==> config.mk <==
export PLATFORM = sky130hd
export DESIGN_NAME = pngunf_fifo
export DESIGN_NICKNAME = d
export VERILOG_FILES = /design/src/rtl/pngunf_pkg.sv /design/src/rtl/pngunf_fifo.sv
export SDC_FILE = /design/constraint.sdc
export NUM_CORES = 1
export LEC_CHECK = 0
export BUFFER_PORTS_ARGS = -buffer_cell sky130_fd_sc_hd__buf_2
export CELL_PAD_IN_SITES_DETAIL_PLACEMENT = 1
export CELL_PAD_IN_SITES_GLOBAL_PLACEMENT = 2
export CORE_UTILIZATION = 25
export CTS_CLUSTER_SIZE = 12
export DETAILED_ROUTE_END_ITERATION = 8
export PLACE_DENSITY = 0.66
export SYNTH_ARGS = -nofsm -noshare
export SYNTH_HDL_FRONTEND = slang
export SYNTH_SLANG_ARGS = --single-unit
export TNS_END_PERCENT = 1
==> constraint.sdc <==
create_clock -name clk -period 1.8 [get_ports clk]
set_input_delay 0.27 -clock clk [delete_from_list [all_inputs] [get_ports clk]]
set_output_delay 0.27 -clock clk [all_outputs]
set_load 0.01 [all_outputs]
==> src/rtl/pngunf_pkg.sv <==
// Shared types, codes and helpers of the PNG scanline unfilter.
package pngunf_pkg;

    localparam int PIXEL_BYTES_W   = 4;
    localparam int ROW_LEN_W       = 14;
    localparam int ROW_BYTES_DEF   = 8192;
    localparam int PIXEL_BYTES_DEF = 8;
    localparam int QUEUE_DEPTH     = 4;

    localparam logic [2:0] FILT_NONE  = 3'd0;
    localparam logic [2:0] FILT_SUB   = 3'd1;
    localparam logic [2:0] FILT_UP    = 3'd2;
    localparam logic [2:0] FILT_AVG   = 3'd3;
    localparam logic [2:0] FILT_PAETH = 3'd4;
    localparam logic [7:0] FILT_LAST  = 8'd4;

    localparam logic CFG_PIXEL_BYTES = 1'b0;
    localparam logic CFG_ROW_LENGTH  = 1'b1;

    typedef struct packed {
        logic [PIXEL_BYTES_W-1:0] pixel_bytes;
        logic [ROW_LEN_W-1:0]     row_length;
    } cfg_t;

    typedef struct packed {
        logic       is_err;
        logic [7:0] data;
        logic [2:0] filter;
        logic       first_row;
        logic       has_left;
        logic       last;
    } ent_ctrl_t;

    typedef struct packed {
        logic full;
        logic empty;
    } fifo_status_t;

    function automatic logic [PIXEL_BYTES_W-1:0] eff_pixel_bytes(
        input logic [PIXEL_BYTES_W-1:0] pb,
        input logic [PIXEL_BYTES_W-1:0] pb_max
    );
        logic [PIXEL_BYTES_W-1:0] v;
        v = pb;
        if (v == '0)
        begin
            v = PIXEL_BYTES_W'(1);
        end
        if (v > pb_max)
        begin
            v = pb_max;
        end
        return v;
    endfunction

endpackage

==> src/rtl/pngunf_fifo.sv <==
// Short queue that decouples the front end from the back end.
module pngunf_fifo #(
    parameter int WIDTH = 1
) (
    input  logic                     clk,
    input  logic                     rst_n,
    input  logic                     push,
    input  logic [WIDTH-1:0]         push_data,
    input  logic                     pop,
    output logic [WIDTH-1:0]         pop_data,
    output pngunf_pkg::fifo_status_t status
);
    import pngunf_pkg::*;

    localparam int PTR_W = (QUEUE_DEPTH > 1) ? $clog2(QUEUE_DEPTH) : 1;
    localparam int CNT_W = $clog2(QUEUE_DEPTH + 1);

    logic [WIDTH-1:0] slot_reg [QUEUE_DEPTH];
    logic [PTR_W-1:0] wr_ptr_reg, wr_ptr_next;
    logic [PTR_W-1:0] rd_ptr_reg, rd_ptr_next;
    logic [CNT_W-1:0] count_reg, count_next;

    assign status.full  = count_reg == CNT_W'(QUEUE_DEPTH);
    assign status.empty = count_reg == '0;
    assign pop_data     = slot_reg[rd_ptr_reg];

    always_comb
    begin
        wr_ptr_next = wr_ptr_reg;
        rd_ptr_next = rd_ptr_reg;
        count_next  = count_reg;
        if (push)
        begin
            wr_ptr_next = (wr_ptr_reg == PTR_W'(QUEUE_DEPTH - 1)) ? '0 :
                          wr_ptr_reg + PTR_W'(1);
        end
        if (pop)
        begin
            rd_ptr_next = (rd_ptr_reg == PTR_W'(QUEUE_DEPTH - 1)) ? '0 :
                          rd_ptr_reg + PTR_W'(1);
        end
        if (push && !pop)
        begin
            count_next = count_reg + CNT_W'(1);
        end
        else if (pop && !push)
        begin
            count_next = count_reg - CNT_W'(1);
        end
    end

    always_ff @(posedge clk)
    begin
        if (push)
        begin
            slot_reg[wr_ptr_reg] <= push_data;
        end
    end

    always_ff @(posedge clk or negedge rst_n)
    begin
        if (!rst_n)
        begin
            wr_ptr_reg <= '0;
            rd_ptr_reg <= '0;
            count_reg  <= '0;
        end
        else
        begin
            wr_ptr_reg <= wr_ptr_next;
            rd_ptr_reg <= rd_ptr_next;
            count_reg  <= count_next;
        end
    end

`ifndef ASSERT_OFF
    assert property (@(posedge clk) disable iff (!rst_n)
        push |-> !status.full)
        else $error("queue written while full");

    assert property (@(posedge clk) disable iff (!rst_n)
        pop |-> !status.empty)
        else $error("queue read while empty");

    assert property (@(posedge clk) disable iff (!rst_n)
        push && !pop |=> count_reg == $past(count_reg) + CNT_W'(1))
        else $error("queue count did not follow a lone write");
`endif

endmodule

==> flow_metrics.tcl <==
set metrics [dict create \
    ys_ff_latch 11 \
    wl_per_cell_um 8.94 \
    synthesis.nets 54 \
    ys_seq_area_share_pct 53.2 \
    grt_max_degree 10 \
    worstSetupPathType "register to primary output" \
    netlist_area_um2 556 \
    intPower_mw 0.619 \
    hold_viol_final 0 \
    fill_cells 237 \
    slowest_stage "mux4_2" \
    grt_antenna_before_repair 0 \
    clkPwrFrac_pct 17.1 \
    multi_input_area_um2 241 \
    num_antenna_cells 0 \
    fmax_mhz 633 \
    cts_tree "yes" \
    finalMaxSlewViolations 0 \
    ant_nets 0 \
    setup_tns_ns 0 \
    layout_common_cells "dfrtp_1 (7), buf_2 (7), ha_1 (6)" \
    p_sw_share_pct 32.3 \
    largest_reg_flops 4 \
    combinationalPowerShare_pct 34.5 \
    cts_htree_levels 1 \
    fp-row-count 16 \
    endpoint_kind "primary output" \
    cp_max_fo 4 \
    clk_latency_ns 0.25 \
    ff_latch_area_um2 295 \
    io_pins 8 \
    gr-usage-met1_pct 8.59 \
    io_buffer_count 7 \
    drt-vias-per-instance 3.93 \
    cts_root_buffer "clkbuf_4" \
    drt_iter0_markers 2 \
    use_met3_pct 1.87 \
    nets 67 \
    cts.sinks 11 \
    grt_pass1_wl_um 1310 \
    post_cts_resized 0 \
    fin_area_um2 661 \
    path_cells "mux4_2 -> buf_2" \
    synthCells 42 \
    fin_skew_ns 0.00657 \
    crit_buf_inv 1 \
    drive_gt1_share_pct 25.9 \
    dr.pass1.iters 3 \
    use_met2_pct 11.6 \
    crit_path_max_incr_delay_ns 0.50 \
    remaining_drc_errors 0 \
    clk_pin_slew_ns 0.07 \
    synth_cell_types 16 \
    place_congestion 0.662 \
    tightest_slew_ns 0.190 \
    area_delta_synth_final_pct 18.9 \
    avgSynthCellArea_um2 13.2 \
    status "complete, no violations" \
    holdBufCountCts 1 \
    powerDensity_nw_per_um2 1390 \
    utilization_pct 32.7 \
    vias 318 \
    required_ns 1.53 \
    grt.busiest_layer "met2" \
    routed_wl_um 724 \
    grt.total_usage_pct 7.45 \
    worstHoldPathType "input port to register" \
    timing.final.crit_period_ns 1.58 \
    die_area_um2 2410 \
    irDropWorstVdd_v 0.000426 \
    p_sw_mw 0.296 \
    grt-ovfl-total 0 \
    cts_made_buffers 3 \
    clockBufferDepth 2 \
    rsz0062_at_grt "no" \
    place_area_um2 624 \
    relSlewSlack_pct 87.3 \
    maxCapViolCount 0 \
    pwr-share-seq_pct 48.4 \
    grt_pass1_vias 314 \
    die_w_um 49.1 \
    worstSetupStartpointType "register" \
    crit_arrival_ns 1.31 \
    setup_viol 0 \
    die_h_um 49.1 \
    period_share_pct 87.8 \
    finalHoldWorstSlack_ns 0.231 \
    crit_family "multiplexers" \
    core_um2 2020 \
    leakagePower_nw 0.295 \
    initial_core_util_pct 27.5 \
    cts_setup_buffers 0 \
    yosys_warnings 0 \
]
[power groups by stage]
stage / combinational [mW] / clock [mW] / sequential (mW)
2_1_floorplan: 0.243 / 0 / 0.430
3_3_place_gp: 0.316 / 0 / 0.451
3_5_place_dp: 0.317 / 0 / 0.450
4_1_cts: 0.323 / 0.165 / 0.445
5_1_grt: 0.373 / 0.181 / 0.465
6_report: 0.316 / 0.157 / 0.443
[synthesized netlist by cell type]
cell,n,area (um^2)
dfrtp_1,7,175
ha_1,6,75.1
inv_1,5,18.8
and2_1,4,25.0
edfxtp_1,4,120
mux2_2,3,33.8
nor2_1,2,7.51
o21ai_0,2,10.0
xor2_1,2,17.5
fa_1,1,20.0
mux4_2,1,22.5
nand2_1,1,3.75
nand3_1,1,5.00
nor3_1,1,5.00
nor3b_1,1,7.51
xnor2_1,1,8.76
[cell type report]
class / instances / share of cell area, %
sequential: 11 / 44.7
multi-input combinational: 26 / 36.6
timing repair buffer: 8 / 6.82
tap: 27 / 5.11
clock buffer: 4 / 3.98
inverter: 5 / 2.84
[logic make-up (layout without fill, tap and decap cells)]
kind of cell / after synthesis / after routing / synth area share [%]
fa+ha+maj: 7 / 7 / 17.1
buf+inv: 5 / 17 / 3.38
mux: 4 / 4 / 10.1
xor+xnor: 3 / 3 / 4.73
simple gates: 10 / 10 / 9.68
compound gates: 2 / 2 / 1.80
flops: 11 / 11 / 53.2
[per-stage QoR]
stage / power (mW) / worst slack, ns / cells
final: 0.915 / 0.220 / 81
after global routing: 1.02 / 0.137 / 81
after CTS: 0.933 / 0.203 / 81
after detailed placement: 0.768 / 0.205 / 76
after global placement: 0.767 / 0.229 / 76
after floorplan: 0.673 / 0.445 / 42
[metal layers]
layer	part of all wire (%)	vias up
met2	48	4
met5	0	-
met1	47	148
met3	2.1	2
li1	-	164
met4	2.3	0
[path summary, 6_finish.rpt]
kind	start	end	slack, ns	depth (start not counted)
worst max register to register	count_reg[0]	count_reg[2]	0.41	4
worst min register to register	count_reg[2]	count_reg[2]	0.50	1
worst max-delay path	rd_ptr_reg[0]	pop_data	0.22	2
worst min-delay path	push_data	slot_reg[2]	0.23	1
min in group asynchronous	rst_n	count_reg[0]	0.37	2
max in group asynchronous	rst_n	wr_ptr_reg[0]	1.27	2
(Power assumes the default switching activity.)
