[config.mk]
export PLATFORM = sky130hd
export DESIGN_NAME = pngunf_front
export DESIGN_NICKNAME = d
export VERILOG_FILES = /design/src/rtl/pngunf_pkg.sv /design/src/rtl/pngunf_front.sv
export SDC_FILE = /design/constraint.sdc
export NUM_CORES = 1
export LEC_CHECK = 0
export BUFFER_PORTS_ARGS = -buffer_cell sky130_fd_sc_hd__buf_2
export CORE_MARGIN = 2
export CORE_UTILIZATION = 40
export DETAILED_ROUTE_END_ITERATION = 10
export PLACE_DENSITY = 0.77
export SYNTH_ARGS = -nofsm -noshare
export SYNTH_HDL_FRONTEND = slang
export SYNTH_SLANG_ARGS = --single-unit
[constraint.sdc]
create_clock -name clk -period 3.71 [get_ports clk]
set_input_delay 0.5565 -clock clk [delete_from_list [all_inputs] [get_ports clk]]
set_output_delay 0.5565 -clock clk [all_outputs]
set_load 0.02 [all_outputs]
[src/rtl/pngunf_pkg.sv]
// Shared types, codes and helpers of the PNG scanline unfilter.
package pngunf_pkg;

    localparam int PIXEL_BYTES_W   = 4;
    localparam int ROW_LEN_W       = 14;
    localparam int ROW_BYTES_DEF   = 8192;
    localparam int PIXEL_BYTES_DEF = 8;
    localparam int QUEUE_DEPTH     = 4;

    localparam logic [2:0] FILT_NONE  = 3'd0;
    localparam logic [2:0] FILT_SUB   = 3'd1;
    localparam logic [2:0] FILT_UP    = 3'd2;
    localparam logic [2:0] FILT_AVG   = 3'd3;
    localparam logic [2:0] FILT_PAETH = 3'd4;
    localparam logic [7:0] FILT_LAST  = 8'd4;

    localparam logic CFG_PIXEL_BYTES = 1'b0;
    localparam logic CFG_ROW_LENGTH  = 1'b1;

    typedef struct packed {
        logic [PIXEL_BYTES_W-1:0] pixel_bytes;
        logic [ROW_LEN_W-1:0]     row_length;
    } cfg_t;

    typedef struct packed {
        logic       is_err;
        logic [7:0] data;
        logic [2:0] filter;
        logic       first_row;
        logic       has_left;
        logic       last;
    } ent_ctrl_t;

    typedef struct packed {
        logic full;
        logic empty;
    } fifo_status_t;

    function automatic logic [PIXEL_BYTES_W-1:0] eff_pixel_bytes(
        input logic [PIXEL_BYTES_W-1:0] pb,
        input logic [PIXEL_BYTES_W-1:0] pb_max
    );
        logic [PIXEL_BYTES_W-1:0] v;
        v = pb;
        if (v == '0)
        begin
            v = PIXEL_BYTES_W'(1);
        end
        if (v > pb_max)
        begin
            v = pb_max;
        end
        return v;
    endfunction

endpackage

[src/rtl/pngunf_front.sv]
// Front end: accepts stream bytes, tracks row state and queues work for the back end.
module pngunf_front #(
    parameter int MAX_ROW_BYTES   = pngunf_pkg::ROW_BYTES_DEF,
    parameter int MAX_PIXEL_BYTES = pngunf_pkg::PIXEL_BYTES_DEF,
    localparam int COL_W = (MAX_ROW_BYTES > 1) ? $clog2(MAX_ROW_BYTES) : 1
) (
    input  logic                     clk,
    input  logic                     rst_n,
    input  logic                     data_valid,
    output logic                     data_ready,
    input  logic [7:0]               data_byte,
    input  logic                     image_start,
    input  pngunf_pkg::cfg_t         cfg,
    input  pngunf_pkg::fifo_status_t fifo_st,
    output logic                     push,
    output pngunf_pkg::ent_ctrl_t    push_ctrl,
    output logic [COL_W-1:0]         push_col
);
    import pngunf_pkg::*;

    localparam int CMP_W = ($clog2(MAX_ROW_BYTES + 1) > ROW_LEN_W) ?
                           $clog2(MAX_ROW_BYTES + 1) : ROW_LEN_W;

    logic [COL_W-1:0] column_count_reg, column_count_next;
    logic [2:0]       row_filter_reg, row_filter_next;
    logic             on_first_row_reg, on_first_row_next;
    logic             await_filter_reg, await_filter_next;
    logic             error_hold_reg, error_hold_next;

    logic                     accept;
    logic                     err_eff;
    logic                     await_eff;
    logic                     first_eff;
    logic [COL_W-1:0]         col_eff;
    logic [PIXEL_BYTES_W-1:0] pb_eff;
    logic [CMP_W-1:0]         rl_eff;
    logic [CMP_W-1:0]         col_ext;
    logic [CMP_W-1:0]         col_inc;
    logic                     last;
    logic                     has_left;

    assign data_ready = !fifo_st.full;
    assign accept     = data_valid && data_ready;

    assign err_eff   = error_hold_reg && !image_start;
    assign await_eff = await_filter_reg || image_start;
    assign first_eff = on_first_row_reg || image_start;
    assign col_eff   = image_start ? '0 : column_count_reg;
    assign pb_eff    = eff_pixel_bytes(cfg.pixel_bytes, PIXEL_BYTES_W'(MAX_PIXEL_BYTES));
    assign col_ext   = CMP_W'(col_eff);
    assign col_inc   = col_ext + CMP_W'(1);
    assign last      = col_inc >= rl_eff;
    assign has_left  = col_ext >= CMP_W'(pb_eff);

    always_comb
    begin
        rl_eff = CMP_W'(cfg.row_length);
        if (rl_eff == '0)
        begin
            rl_eff = CMP_W'(1);
        end
        if (rl_eff > CMP_W'(MAX_ROW_BYTES))
        begin
            rl_eff = CMP_W'(MAX_ROW_BYTES);
        end
    end

    always_comb
    begin
        column_count_next  = column_count_reg;
        row_filter_next    = row_filter_reg;
        on_first_row_next  = on_first_row_reg;
        await_filter_next  = await_filter_reg;
        error_hold_next    = error_hold_reg;
        push               = 1'b0;
        push_ctrl.is_err    = 1'b0;
        push_ctrl.data      = data_byte;
        push_ctrl.filter    = row_filter_reg;
        push_ctrl.first_row = first_eff;
        push_ctrl.has_left  = has_left;
        push_ctrl.last      = last;
        push_col            = col_eff;
        if (accept)
        begin
            if (image_start)
            begin
                on_first_row_next = 1'b1;
                await_filter_next = 1'b1;
                error_hold_next   = 1'b0;
                column_count_next = '0;
            end
            if (err_eff)
            begin
                push = 1'b0;
            end
            else if (await_eff)
            begin
                if (data_byte > FILT_LAST)
                begin
                    error_hold_next  = 1'b1;
                    push             = 1'b1;
                    push_ctrl.is_err = 1'b1;
                end
                else
                begin
                    row_filter_next   = data_byte[2:0];
                    await_filter_next = 1'b0;
                    column_count_next = '0;
                end
            end
            else
            begin
                push = 1'b1;
                if (last)
                begin
                    column_count_next = '0;
                    await_filter_next = 1'b1;
                    on_first_row_next = 1'b0;
                end
                else
                begin
                    column_count_next = COL_W'(col_inc);
                end
            end
        end
    end

    always_ff @(posedge clk or negedge rst_n)
    begin
        if (!rst_n)
        begin
            column_count_reg <= '0;
            row_filter_reg   <= FILT_NONE;
            on_first_row_reg <= 1'b1;
            await_filter_reg <= 1'b1;
            error_hold_reg   <= 1'b0;
        end
        else
        begin
            column_count_reg <= column_count_next;
            row_filter_reg   <= row_filter_next;
            on_first_row_reg <= on_first_row_next;
            await_filter_reg <= await_filter_next;
            error_hold_reg   <= error_hold_next;
        end
    end

`ifndef ASSERT_OFF
    // A bad filter byte leaves the front waiting for the next image start.
    assert property (@(posedge clk) disable iff (!rst_n)
        error_hold_reg |-> await_filter_reg)
        else $error("error hold set without awaiting a filter byte");

    assert property (@(posedge clk) disable iff (!rst_n)
        await_filter_reg |-> column_count_reg == '0)
        else $error("column count not cleared at a row boundary");

    // Entering error hold must have queued exactly the error beat.
    assert property (@(posedge clk) disable iff (!rst_n)
        $rose(error_hold_reg) |-> $past(push && push_ctrl.is_err))
        else $error("error hold entered without an error beat");
`endif

endmodule

==> reports/metrics.csv <==
metric;value;unit
synth_top_cells_by_count;nand2_1 (30), ha_1 (19), dfrtp_1 (17), nor2_1 (17), a32o_1 (12);
setup_viol;0;
synthDistinctLibCells;42;
worstSetupPathType;input port to primary output;
multi_input_area;1160;µm²
cp_common_cell;buf_2;
min_path_type;input port to asynchronous set/reset pin;
syn_inst;208;
cap_viol_max_count;0;
grt_antenna_before_repair;0;
path_max_fanout;8;
max_freq;0.282;GHz
avgSynthCellArea;8.43;µm²
routedWlPerCell;13.5;µm
synth_area;1750;µm²
fp.dieW;70.2;µm
drtPass1Iterations;5;
yosys_warnings;0;
h-tree-depth;1;
ctsHoldBuffers;0;
dp_hpwl;3390;µm
finalCriticalPeriod;3.55;ns
use_met3;3.17;%
remaining_drc_errors;0;
antenna_left;0;
critPathSlowestCell;a221o_1;
wl;4240;µm
num_rows;24;
ios;62;
busiest_layer;met2;
p_int;0.000325;W
ctsRootBufferMaster;clkbuf_8;
clk_latency;0.26;ns
swShare;27.9;%
ir_worst_vdd;180;µV
grt_usage;17.7;%
syn_to_final_growth;22.5;%
vias;1710;
numCtsBuffers;3;
comb_power_share;20.4;%
worstSetupEndpointType;primary output;
synthesis.nets;259;
yosysSeqAreaShare;27.2;%
clock_sinks;19;
status;completed;
clockBufferDepth;2;
setup_tns;0;ns
switchingPower;0.000126;W
dieHeight;70.2;µm
ys.flop_type;dfrtp_1;
final_layout_size_suffix_gt1_share;34.1;%
cp.required;3.15;ns
p_per_area;210;nW/µm²
path_clk_slew;0.07;ns
die-area;4930;µm²
dr.first_iter.drc_count;87;
place.gp.congestion;0.910;
diodes;0;
leakagePower;1.12;nW
max_slew.worst_pin.slew;1.06;ns
period_share;95.6;%
hold_viol_final;0;
port_buffers;60;
synthTopCellsByArea;dfrtp_1 (24%), ha_1 (14%), a32o_1 (6.8%);
slew_viol_final;0;
critical_path_arrival;2.99;ns
seq_power_share;47.3;%
yosysMostFrequentCell;nand2_1;
cts_tree;built;
slowest_delay;0.31;ns
fin_skew;0.00415;ns
start_kind;input port;
synth_edf_count;0;
ys_ff_latch;19;
grt_pass1_wl;7270;µm
relSlewSlack;29.2;%
synth_top_area_cell;dfrtp_1;
worst-path-buf-inv;4;
drt-vias-per-instance;5.46;
critPathTopFamily;compound AO/OA/AOI/OAI gates;
grt_pass1_vias;1674;
seq_area;478;µm²
async_flop_share;100;%
grt_max_degree;20;
met2_usage;28.6;%
synth.top_cell.area_share;24.3;%
fillCellCount;423;
rsz0062_at_grt;no;
power_frac_clock;32.3;%
place_area;2050;µm²
design_area;2150;µm²
met1_usage;23.9;%
coreArea;4290;µm²
largest_reg_flops;13;
final_nets;313;
start_util;40.9;%
grt-ovfl-total;0;
crit_chain;buf_2, buf_4, nor2b_4, ha_4, and2_1, nand3_1, xnor2_2, ha_1, and2_0, a221o_1, a211oi_2, o21a_4, inv_2, buf_2;
[final timing paths]
path                       cells after the start  slack [ns]                         endpoint                            start
max in group asynchronous                      1        3.15     on_first_row_reg$_DFFE_PN1P_                            rst_n
max reg2reg                                   11        0.79  column_count_reg[6]$_DFFE_PN0P_  column_count_reg[3]$_DFFE_PN0P_
min reg2reg                                    2        0.48       error_hold_reg$_DFFE_PN0P_       error_hold_reg$_DFFE_PN0P_
min                                            1        0.23    row_filter_reg[2]$_DFFE_PN0P_                            rst_n
max                                           14        0.16                     push_ctrl[0]                      image_start
min in group clk                               2        0.48       error_hold_reg$_DFFE_PN0P_       error_hold_reg$_DFFE_PN0P_
[logic make-up after synthesis]
group,after synthesis,share of synthesized area (%)
flip-flops,19,27.2
multiplexers,3,1.93
AO/OA/AOI/OAI,35,16.3
adder cells (fa/ha/maj),19,13.6
buffers and inverters,30,9.70
AND/OR/NAND/NOR,91,25.8
XOR/XNOR,11,5.49
[per-layer routing]
metal  wire (µm)  share of wire [%]
met5           0                  0
met4          47                1.1
met3         222                5.2
met2        2070                 49
met1        1900                 45
[cell type report]
type,instances,share of cell area [%]
clock buffer,4,2.10
inverter,12,2.10
multi-input combinational,159,54.1
sequential,19,22.2
tap,52,3.03
timing repair buffer,67,16.4
[placed cells by master (no fill, tap or decap), types with 5 or more instances in the layout]
master / netlist / routed
buf_2: 4 / 60
nand2_1: 30 / 30
ha_1: 19 / 18
nor2_1: 17 / 17
dfrtp_1: 17 / 17
a32o_1: 12 / 12
nor2b_1: 11 / 10
inv_1: 11 / 9
buf_4: 11 / 7
a21oi_1: 6 / 6
nand3_1: 6 / 6
nand2b_1: 5 / 5
nand4_1: 5 / 5
nor4_1: 6 / 5
[metrics by stage]
stage | hold WS (ns) | instances | setup WS (ns) | util (%) | power (W)
2_1_floorplan | 0.261 | 208 | 0.0343 | - | 0.000275
3_3_place_gp | 0.461 | 307 | 0.132 | 47.8 | 0.000307
3_5_place_dp | 0.472 | 307 | 0.0773 | 47.8 | 0.000310
4_1_cts | 0.245 | 311 | 0.0657 | 48.8 | 0.000454
5_1_grt | 0.263 | 313 | 0.0271 | 50.1 | 0.000471
6_report | 0.234 | 313 | 0.162 | 50.1 | 0.000451
[power by group through the flow]
| stage | combinational, W | sequential [W] | clock [W] |
|---|---|---|---|
| CTS | 0.0000928 | 0.000213 | 0.000147 |
| global route | 0.000104 | 0.000214 | 0.000154 |
| finish | 0.0000918 | 0.000213 | 0.000145 |
| global placement | 0.0000898 | 0.000217 | 0 |
| floorplan | 0.0000550 | 0.000221 | 0 |
| detailed placement | 0.0000926 | 0.000217 | 0 |
[timing repair]
| action | CTS | global route |
|---|---|---|
| setup endpoints to repair | 0 | 1 |
| gates resized for setup | 0 | 7 |
| setup buffers | 0 | 2 |
| endpoints found under the hold margin | 0 | 0 |
(Power assumes the default switching activity.)
